==> src/rtl/dnle_pkg.sv <==
// ----------------------------------------------------------------------------
// dnle_pkg
// Types and constants shared by the DNS name label encoder modules.
// ----------------------------------------------------------------------------
`default_nettype none

package dnle_pkg;

    localparam int BYTE_W  = 8;
    localparam int Q_DEPTH = 2;
    localparam int Q_PTR_W = 1;
    localparam int Q_CNT_W = 2;

    localparam logic [BYTE_W-1:0] SEP_CHAR = 8'd46;
    localparam logic [BYTE_W-1:0] END_CHAR = 8'd0;

    // one label run waiting for the back end
    typedef struct packed {
        logic              bank;
        logic [BYTE_W-1:0] len;
        logic              ovf;
        logic              name_end;
    } cmd_t;

    typedef enum logic [1:0] {
        BK_IDLE,
        BK_READ,
        BK_LOAD
    } bk_state_t;

endpackage

`default_nettype wire

==> src/rtl/dnle_cmd_fifo.sv <==
// ----------------------------------------------------------------------------
// dnle_cmd_fifo
// Two-entry queue of label run commands between front and back end.
// The head entry stays until the back end finishes its run.
// ----------------------------------------------------------------------------
`default_nettype none

module dnle_cmd_fifo (
    input  wire logic          aclk,
    input  wire logic          aresetn,
    input  wire logic          push,
    input  dnle_pkg::cmd_t     push_cmd,
    output logic               full,
    input  wire logic          pop,
    output logic               head_valid,
    output dnle_pkg::cmd_t     head_cmd
);
    import dnle_pkg::*;

    cmd_t                entry_reg [Q_DEPTH];
    logic [Q_PTR_W-1:0]  wr_ptr_reg, wr_ptr_next;
    logic [Q_PTR_W-1:0]  rd_ptr_reg, rd_ptr_next;
    logic [Q_CNT_W-1:0]  cnt_reg, cnt_next;
    logic                do_push, do_pop;

    assign full       = (cnt_reg == Q_CNT_W'(Q_DEPTH));
    assign head_valid = (cnt_reg != '0);
    assign head_cmd   = entry_reg[rd_ptr_reg];
    assign do_push    = push && !full;
    assign do_pop     = pop && head_valid;

    always_comb begin
        wr_ptr_next = wr_ptr_reg;
        rd_ptr_next = rd_ptr_reg;
        cnt_next    = cnt_reg;
        if (do_push) begin
            wr_ptr_next = wr_ptr_reg + 1'b1;
        end
        if (do_pop) begin
            rd_ptr_next = rd_ptr_reg + 1'b1;
        end
        unique case ({do_push, do_pop})
            2'b10:   cnt_next = cnt_reg + 1'b1;
            2'b01:   cnt_next = cnt_reg - 1'b1;
            default: cnt_next = cnt_reg;
        endcase
    end

    always_ff @(posedge aclk) begin
        if (!aresetn) begin
            wr_ptr_reg <= '0;
            rd_ptr_reg <= '0;
            cnt_reg    <= '0;
        end else begin
            wr_ptr_reg <= wr_ptr_next;
            rd_ptr_reg <= rd_ptr_next;
            cnt_reg    <= cnt_next;
        end
    end

    always_ff @(posedge aclk) begin
        if (do_push) begin
            entry_reg[wr_ptr_reg] <= push_cmd;
        end
    end

endmodule

`default_nettype wire

==> src/rtl/dnle_front.sv <==
// ----------------------------------------------------------------------------
// dnle_front
// Accepts name characters, buffers label bytes into the current bank and
// queues a run command on each separator or terminator.
// ----------------------------------------------------------------------------
`default_nettype none

module dnle_front #(
    parameter int LABEL_MAX = 63,
    localparam int CNT_W    = $clog2(LABEL_MAX + 1),
    localparam int ADDR_W   = CNT_W + 1
) (
    input  wire logic                          aclk,
    input  wire logic                          aresetn,
    input  wire logic                          s_valid,
    output logic                               s_ready,
    input  wire logic [dnle_pkg::BYTE_W-1:0]   s_ch,
    output logic                               wr_en,
    output logic [ADDR_W-1:0]                  wr_addr,
    output logic [dnle_pkg::BYTE_W-1:0]        wr_data,
    input  wire logic                          q_full,
    output logic                               q_push,
    output dnle_pkg::cmd_t                     q_cmd
);
    import dnle_pkg::*;

    logic [CNT_W-1:0] count_reg, count_next;
    logic             ovf_reg, ovf_next;
    logic             bank_reg, bank_next;
    logic             take, is_delim, has_room;

    assign s_ready  = !q_full;
    assign take     = s_valid && s_ready;
    assign is_delim = (s_ch == SEP_CHAR) || (s_ch == END_CHAR);
    assign has_room = (count_reg < CNT_W'(LABEL_MAX));

    assign wr_addr = {bank_reg, count_reg};
    assign wr_data = s_ch;

    always_comb begin
        count_next        = count_reg;
        ovf_next          = ovf_reg;
        bank_next         = bank_reg;
        wr_en             = 1'b0;
        q_push            = 1'b0;
        q_cmd.bank        = bank_reg;
        q_cmd.len         = BYTE_W'(count_reg);
        q_cmd.ovf         = ovf_reg;
        q_cmd.name_end    = (s_ch == END_CHAR);
        if (take) begin
            if (is_delim) begin
                q_push     = 1'b1;
                count_next = '0;
                ovf_next   = 1'b0;
                bank_next  = !bank_reg;
            end else if (has_room) begin
                wr_en      = 1'b1;
                count_next = count_reg + 1'b1;
            end else begin
                ovf_next   = 1'b1;
            end
        end
    end

    always_ff @(posedge aclk) begin
        if (!aresetn) begin
            count_reg <= '0;
            ovf_reg   <= 1'b0;
            bank_reg  <= 1'b0;
        end else begin
            count_reg <= count_next;
            ovf_reg   <= ovf_next;
            bank_reg  <= bank_next;
        end
    end

endmodule

`default_nettype wire

==> src/rtl/dnle_back.sv <==
// ----------------------------------------------------------------------------
// dnle_back
// Holds the two-bank label memory and plays out each queued run: the
// length byte, then the label bytes, through a registered output stage.
// ----------------------------------------------------------------------------
`default_nettype none

module dnle_back #(
    parameter int LABEL_MAX = 63,
    localparam int CNT_W    = $clog2(LABEL_MAX + 1),
    localparam int ADDR_W   = CNT_W + 1,
    localparam int DEPTH    = 2 ** ADDR_W
) (
    input  wire logic                          aclk,
    input  wire logic                          aresetn,
    input  wire logic                          wr_en,
    input  wire logic [ADDR_W-1:0]             wr_addr,
    input  wire logic [dnle_pkg::BYTE_W-1:0]   wr_data,
    input  wire logic                          q_valid,
    input  dnle_pkg::cmd_t                     q_cmd,
    output logic                               q_pop,
    output logic                               m_valid,
    input  wire logic                          m_ready,
    output logic [dnle_pkg::BYTE_W-1:0]        m_out_byte,
    output logic                               m_run_last,
    output logic                               m_name_end,
    output logic                               m_label_overflow
);
    import dnle_pkg::*;

    logic [BYTE_W-1:0] mem [DEPTH];
    logic [BYTE_W-1:0] rd_data_reg;
    logic              rd_en;
    logic [ADDR_W-1:0] rd_addr;

    bk_state_t         state_reg, state_next;
    logic [CNT_W-1:0]  idx_reg, idx_next;

    logic              m_valid_reg;
    logic [BYTE_W-1:0] byte_reg;
    logic              last_reg, end_reg, ovf_reg;

    logic              out_free, load, load_last, idx_last;
    logic [BYTE_W-1:0] load_byte;

    assign out_free = !m_valid_reg || m_ready;
    assign rd_addr  = {q_cmd.bank, idx_reg};
    assign idx_last = ((BYTE_W'(idx_reg) + BYTE_W'(1)) == q_cmd.len);

    always_ff @(posedge aclk) begin
        if (wr_en) begin
            mem[wr_addr] <= wr_data;
        end
        if (rd_en) begin
            rd_data_reg <= mem[rd_addr];
        end
    end

    always_comb begin
        state_next = state_reg;
        idx_next   = idx_reg;
        q_pop      = 1'b0;
        rd_en      = 1'b0;
        load       = 1'b0;
        load_byte  = q_cmd.len;
        load_last  = 1'b0;
        unique case (state_reg)
            BK_IDLE: begin
                if (q_valid && out_free) begin
                    load      = 1'b1;
                    load_byte = q_cmd.len;
                    load_last = (q_cmd.len == '0);
                    idx_next  = '0;
                    if (q_cmd.len == '0) begin
                        q_pop = 1'b1;
                    end else begin
                        state_next = BK_READ;
                    end
                end
            end
            BK_READ: begin
                rd_en      = 1'b1;
                state_next = BK_LOAD;
            end
            BK_LOAD: begin
                if (out_free) begin
                    load      = 1'b1;
                    load_byte = rd_data_reg;
                    load_last = idx_last;
                    if (idx_last) begin
                        q_pop      = 1'b1;
                        state_next = BK_IDLE;
                    end else begin
                        idx_next   = idx_reg + 1'b1;
                        state_next = BK_READ;
                    end
                end
            end
            default: state_next = BK_IDLE;
        endcase
    end

    always_ff @(posedge aclk) begin
        if (!aresetn) begin
            state_reg   <= BK_IDLE;
            idx_reg     <= '0;
            m_valid_reg <= 1'b0;
        end else begin
            state_reg <= state_next;
            idx_reg   <= idx_next;
            if (load) begin
                m_valid_reg <= 1'b1;
            end else if (m_ready) begin
                m_valid_reg <= 1'b0;
            end
        end
    end

    always_ff @(posedge aclk) begin
        if (load) begin
            byte_reg <= load_byte;
            last_reg <= load_last;
            end_reg  <= load_last && q_cmd.name_end;
            ovf_reg  <= q_cmd.ovf;
        end
    end

    assign m_valid          = m_valid_reg;
    assign m_out_byte       = byte_reg;
    assign m_run_last       = last_reg;
    assign m_name_end       = end_reg;
    assign m_label_overflow = ovf_reg;

endmodule

`default_nettype wire

==> src/rtl/dns_name_label_encoder.sv <==
// Flow: a separator or terminator is queued in the command FIFO, and its length byte
//   is loaded into the output register once the back end is idle and the output free.
// Throughput: 1 label character per cycle while the command queue is not full; each
//   label byte is a memory read, then an output register load in the back end.
// Reset: synchronous, active low; clears control state, label memory is not cleared.
// ----------------------------------------------------------------------------
// dns_name_label_encoder
// Dotted name to DNS wire label encoder: front end buffers labels into a
// two-bank memory, back end emits length byte and label bytes per run.
// ----------------------------------------------------------------------------
`default_nettype none

module dns_name_label_encoder #(
    parameter int LABEL_MAX = 63
) (
    input  wire logic                          aclk,
    input  wire logic                          aresetn,
    input  wire logic                          s_valid,
    output logic                               s_ready,
    input  wire logic [dnle_pkg::BYTE_W-1:0]   s_ch,
    output logic                               m_valid,
    input  wire logic                          m_ready,
    output logic [dnle_pkg::BYTE_W-1:0]        m_out_byte,
    output logic                               m_run_last,
    output logic                               m_name_end,
    output logic                               m_label_overflow
);
    import dnle_pkg::*;

    localparam int CNT_W  = $clog2(LABEL_MAX + 1);
    localparam int ADDR_W = CNT_W + 1;

    logic              wr_en;
    logic [ADDR_W-1:0] wr_addr;
    logic [BYTE_W-1:0] wr_data;
    logic              q_full, q_push, q_pop, q_valid;
    cmd_t              push_cmd, head_cmd;

    dnle_front #(
        .LABEL_MAX (LABEL_MAX)
    ) u_front (
        .aclk    (aclk),
        .aresetn (aresetn),
        .s_valid (s_valid),
        .s_ready (s_ready),
        .s_ch    (s_ch),
        .wr_en   (wr_en),
        .wr_addr (wr_addr),
        .wr_data (wr_data),
        .q_full  (q_full),
        .q_push  (q_push),
        .q_cmd   (push_cmd)
    );

    dnle_cmd_fifo u_fifo (
        .aclk       (aclk),
        .aresetn    (aresetn),
        .push       (q_push),
        .push_cmd   (push_cmd),
        .full       (q_full),
        .pop        (q_pop),
        .head_valid (q_valid),
        .head_cmd   (head_cmd)
    );

    dnle_back #(
        .LABEL_MAX (LABEL_MAX)
    ) u_back (
        .aclk             (aclk),
        .aresetn          (aresetn),
        .wr_en            (wr_en),
        .wr_addr          (wr_addr),
        .wr_data          (wr_data),
        .q_valid          (q_valid),
        .q_cmd            (head_cmd),
        .q_pop            (q_pop),
        .m_valid          (m_valid),
        .m_ready          (m_ready),
        .m_out_byte       (m_out_byte),
        .m_run_last       (m_run_last),
        .m_name_end       (m_name_end),
        .m_label_overflow (m_label_overflow)
    );

endmodule

`default_nettype wire

==> config.mk <==
export PLATFORM = sky130hd
export DESIGN_NAME = dns_name_label_encoder
export DESIGN_NICKNAME = d
export VERILOG_FILES = /design/src/rtl/dnle_pkg.sv /design/src/rtl/dnle_cmd_fifo.sv /design/src/rtl/dnle_front.sv /design/src/rtl/dnle_back.sv /design/src/rtl/dns_name_label_encoder.sv
export SDC_FILE = /design/constraint.sdc
export NUM_CORES = 1
export LEC_CHECK = 0
export BUFFER_PORTS_ARGS = -buffer_cell sky130_fd_sc_hd__buf_2
export CAP_MARGIN = 25
export CORE_MARGIN = 3
export CORE_UTILIZATION = 59
export CTS_BUF_LIST = sky130_fd_sc_hd__clkbuf_8
export DETAILED_ROUTE_END_ITERATION = 12
export PLACE_DENSITY = 0.73
export REMOVE_ABC_BUFFERS = 1
export SLEW_MARGIN = 20
export SYNTH_ARGS = -nofsm -noshare
export SYNTH_HDL_FRONTEND = slang
export SYNTH_SLANG_ARGS = --single-unit
==> constraint.sdc <==
create_clock -name aclk -period 6.4 [get_ports aclk]
set_input_delay 0.32 -clock aclk [delete_from_list [all_inputs] [get_ports aclk]]
set_output_delay 0.32 -clock aclk [all_outputs]
set_load 0.005 [all_outputs]
==> impl_metrics.tcl <==
set metrics [dict create \
    drtPass1Iterations 6 \
    yosysTopAreaCell "edfxtp_1" \
    cts_buffers 163 \
    hpwl_um 54600 \
    cts_buffer_depth 3 \
    yosysTopAreaCellShare_pct 75.9 \
    drt_iter0_drc 2258 \
    port_buffers 24 \
    antenna_left 0 \
    ioPinCount 25 \
    crit_chain "buf_4 -> nand3_1 -> nor3_1 -> o221ai_1 -> nand2_1 -> a21oi_1 -> nor2_1 -> ha_1 -> or3_1 -> a21boi_0" \
    synthXorXnorAreaFrac_pct 0.230 \
    largest_register_ffs 1024 \
    ys_seq_area_share_pct 77.0 \
    relSlewSlack_pct 21.8 \
    critPathSlowestCell "buf_4" \
    rows 97 \
    htree_levels 4 \
    grt_pass1_vias 20500 \
    synthFlopType "edfxtp_1" \
    clock_skew_ps 29.7 \
    insertion_delay_ps 790 \
    min_period_ps 3780 \
    antenna_found_initial 1 \
    synth_edf_count 1061 \
    wl_met2_um 44700 \
    clkSinkCount 1083 \
    crit_buf_inv 1 \
    clkSlewWorstSetupHoldPaths_ps 60 \
    synth_mux_area_share_pct 17.5 \
    postSynthAreaPerCell_um2 22.5 \
    maxCapViolations 0 \
    crit_family "simple AND/OR/NAND/NOR gates" \
    place_inst 2763 \
    cts-root-buf "clkbuf_8" \
    synth_top_family_by_area "multiplexers" \
    cellLeakagePower_nw 13.8 \
    cp-end-kind "flip-flop" \
    wl_met1_um 36600 \
    hold_class "input port to flip-flop" \
    synthCells 1867 \
    synth_compound_area_share_pct 1.19 \
    path_max_fanout 42 \
    syn2layout_area_growth_pct 9.97 \
    vias_per_cell 6.51 \
    cp_slowest_stage_delay_ps 770 \
    die-area_um2 74400 \
    drt-wirelength-per-cell_um 29.9 \
    ys_types 53 \
    setup.worst_path.start_class "flip-flop" \
    place_congestion 0.862 \
    power.density_nw_per_um2 286 \
    finalHoldViolCount 0 \
    cp_data_arrival_time_ps 4480 \
    yosysMostFrequentCell "edfxtp_1" \
    top_layer_used "met4" \
    route.met3.wl_um 7750 \
    worstMarginPinSlew_ps 1170 \
    routed_wl_um 91700 \
    synthAdderAreaFrac_pct 0.0894 \
    die_w_um 273 \
    max_clock_freq_ghz 0.265 \
    irDropWorstVdd_mv 0.311 \
    die_y_um 273 \
    core_um2 70300 \
    synth-simple-area-share_pct 2.79 \
    yosys-top-cells-count "edfxtp_1, mux4_2, nor2_1, buf_2, o22ai_1" \
    vias 19900 \
    yosys_warnings 0 \
    layout-drive-gt1-share_pct 27.4 \
    final_nets 2011 \
    drc 0 \
    cts_tree "yes" \
    path_class "flip-flop to flip-flop" \
    start_util_pct 59.7 \
    syn_area_um2 42000 \
    required_ps 7100 \
    overflow 0 \
    fin_setup_tns_ps 0 \
    ys_seq_elements 1083 \
    synth.area.top_cells "edfxtp_1, mux4_2, nor2_1, dfxtp_1, buf_2" \
    grt_max_degree 171 \
    status "completed" \
    setup_violations 0 \
    whs_ps 69.0 \
    grt_pass1_wl_um 137000 \
    timing.final.crit_share_pct 59.0 \
    drv_slew 0 \
    grt_use_total_pct 25.5 \
    rsz0062_at_grt "no" \
    async_flop_share_pct 0 \
    stdcell_count 3063 \
    post_cts_buffers 0 \
]
==> worst register-to-register path, stage by stage (launching register included) <==
cell	delay [ps]
dfxtp_4	740
buf_4	800
nand3_1	360
nor3_1	210
o221ai_1	250
nand2_1	180
a21oi_1	180
nor2_1	160
ha_1	280
or3_1	360
a21boi_0	180
==> area by class of cell <==
type	instances	area (um2)
well taps	940	1180
clock inverters	124	697
repair buffers	62	495
multi-input cells	682	9150
inverters	4	15.0
fillers	4475	24100
diodes	1	2.50
clock buffers	167	2300
flip-flops and latches	1083	32300
==> layer usage <==
layer,vias up,GRT usage (%)
li1,8176,-
met4,0,9.04
met5,-,0
met2,967,39.5
met3,175,6.18
met1,10600,36.3
==> final timing paths <==
check,start,end,slack (ps),depth (start not counted)
worst max-delay path,u_back.idx_reg[1],u_fifo.cnt_reg[1],2620,10
worst min-delay path,s_ch[3],u_back.mem[104][3],70,1
worst min register to register,u_fifo.rd_ptr_reg,u_fifo.rd_ptr_reg,520,2
worst max register to register,u_back.idx_reg[1],u_fifo.cnt_reg[1],2620,10
==> power by group <==
group	switching (mW)	leakage, nW	internal (mW)
clock network	2.58	1.71	2.64
registers	0.00534	9.70	7.79
logic	0.159	2.42	0.0334
total	2.75	13.8	10.5
==> repair_timing <==
item | in CTS | in global routing
resized for setup | 0 | 0
hold buffers | 8 | 0
endpoints found under the hold margin | 124 | 0
==> kinds of logic after synthesis <==
family,Yosys count
fa+ha+maj,3
compound gates,76
flops,1083
simple gates,259
buf+inv,102
mux,333
xor+xnor,11
==> metrics by stage <==
| stage | util [%] | cell area (um2) | power [mW] | setup slack, ps |
|---|---|---|---|---|
| floorplan | - | 41500 | 7.98 | -6960 |
| global placement | 61.3 | 43100 | 8.12 | 2660 |
| detailed placement | 61.3 | 43100 | 8.13 | 2600 |
| CTS | 65.7 | 46100 | 13.3 | 2620 |
| global route | 65.7 | 46100 | 13.7 | 2230 |
| finish | 65.7 | 46100 | 13.2 | 2620 |
==> placed cells by master (no fill, tap or decap), types with 4 or more instances in the layout <==
| cell type | netlist | routed |
|---|---|---|
| edfxtp_1 | 1061 | 1061 |
| mux4_2 | 320 | 320 |
| clkbuf_8 | 0 | 167 |
| nor2_1 | 153 | 153 |
| inv_1 | 4 | 59 |
| clkinv_1 | 0 | 39 |
| buf_4 | 11 | 34 |
| o22ai_1 | 32 | 32 |
| nand2_1 | 22 | 22 |
| dfxtp_1 | 22 | 18 |
| a21oi_1 | 16 | 16 |
| buf_2 | 49 | 16 |
| nand3_1 | 15 | 15 |
| nor3_1 | 14 | 14 |
| nor2b_1 | 10 | 10 |
| clkinv_2 | 0 | 10 |
| mux2i_1 | 9 | 9 |
| nor4_1 | 9 | 9 |
| xnor2_1 | 8 | 8 |
| and2_1 | 8 | 8 |
| dlygate4sd3_1 | 0 | 8 |
| or3_1 | 7 | 7 |
| o21ai_0 | 6 | 6 |
| clkinvlp_4 | 0 | 6 |
| nand4_1 | 5 | 5 |
| inv_6 | 0 | 5 |
| bufinv_16 | 0 | 5 |
| nand2b_1 | 4 | 4 |
| buf_12 | 0 | 4 |
| dfxtp_4 | 0 | 4 |
Note: power is estimated with default switching activity, not from simulation.
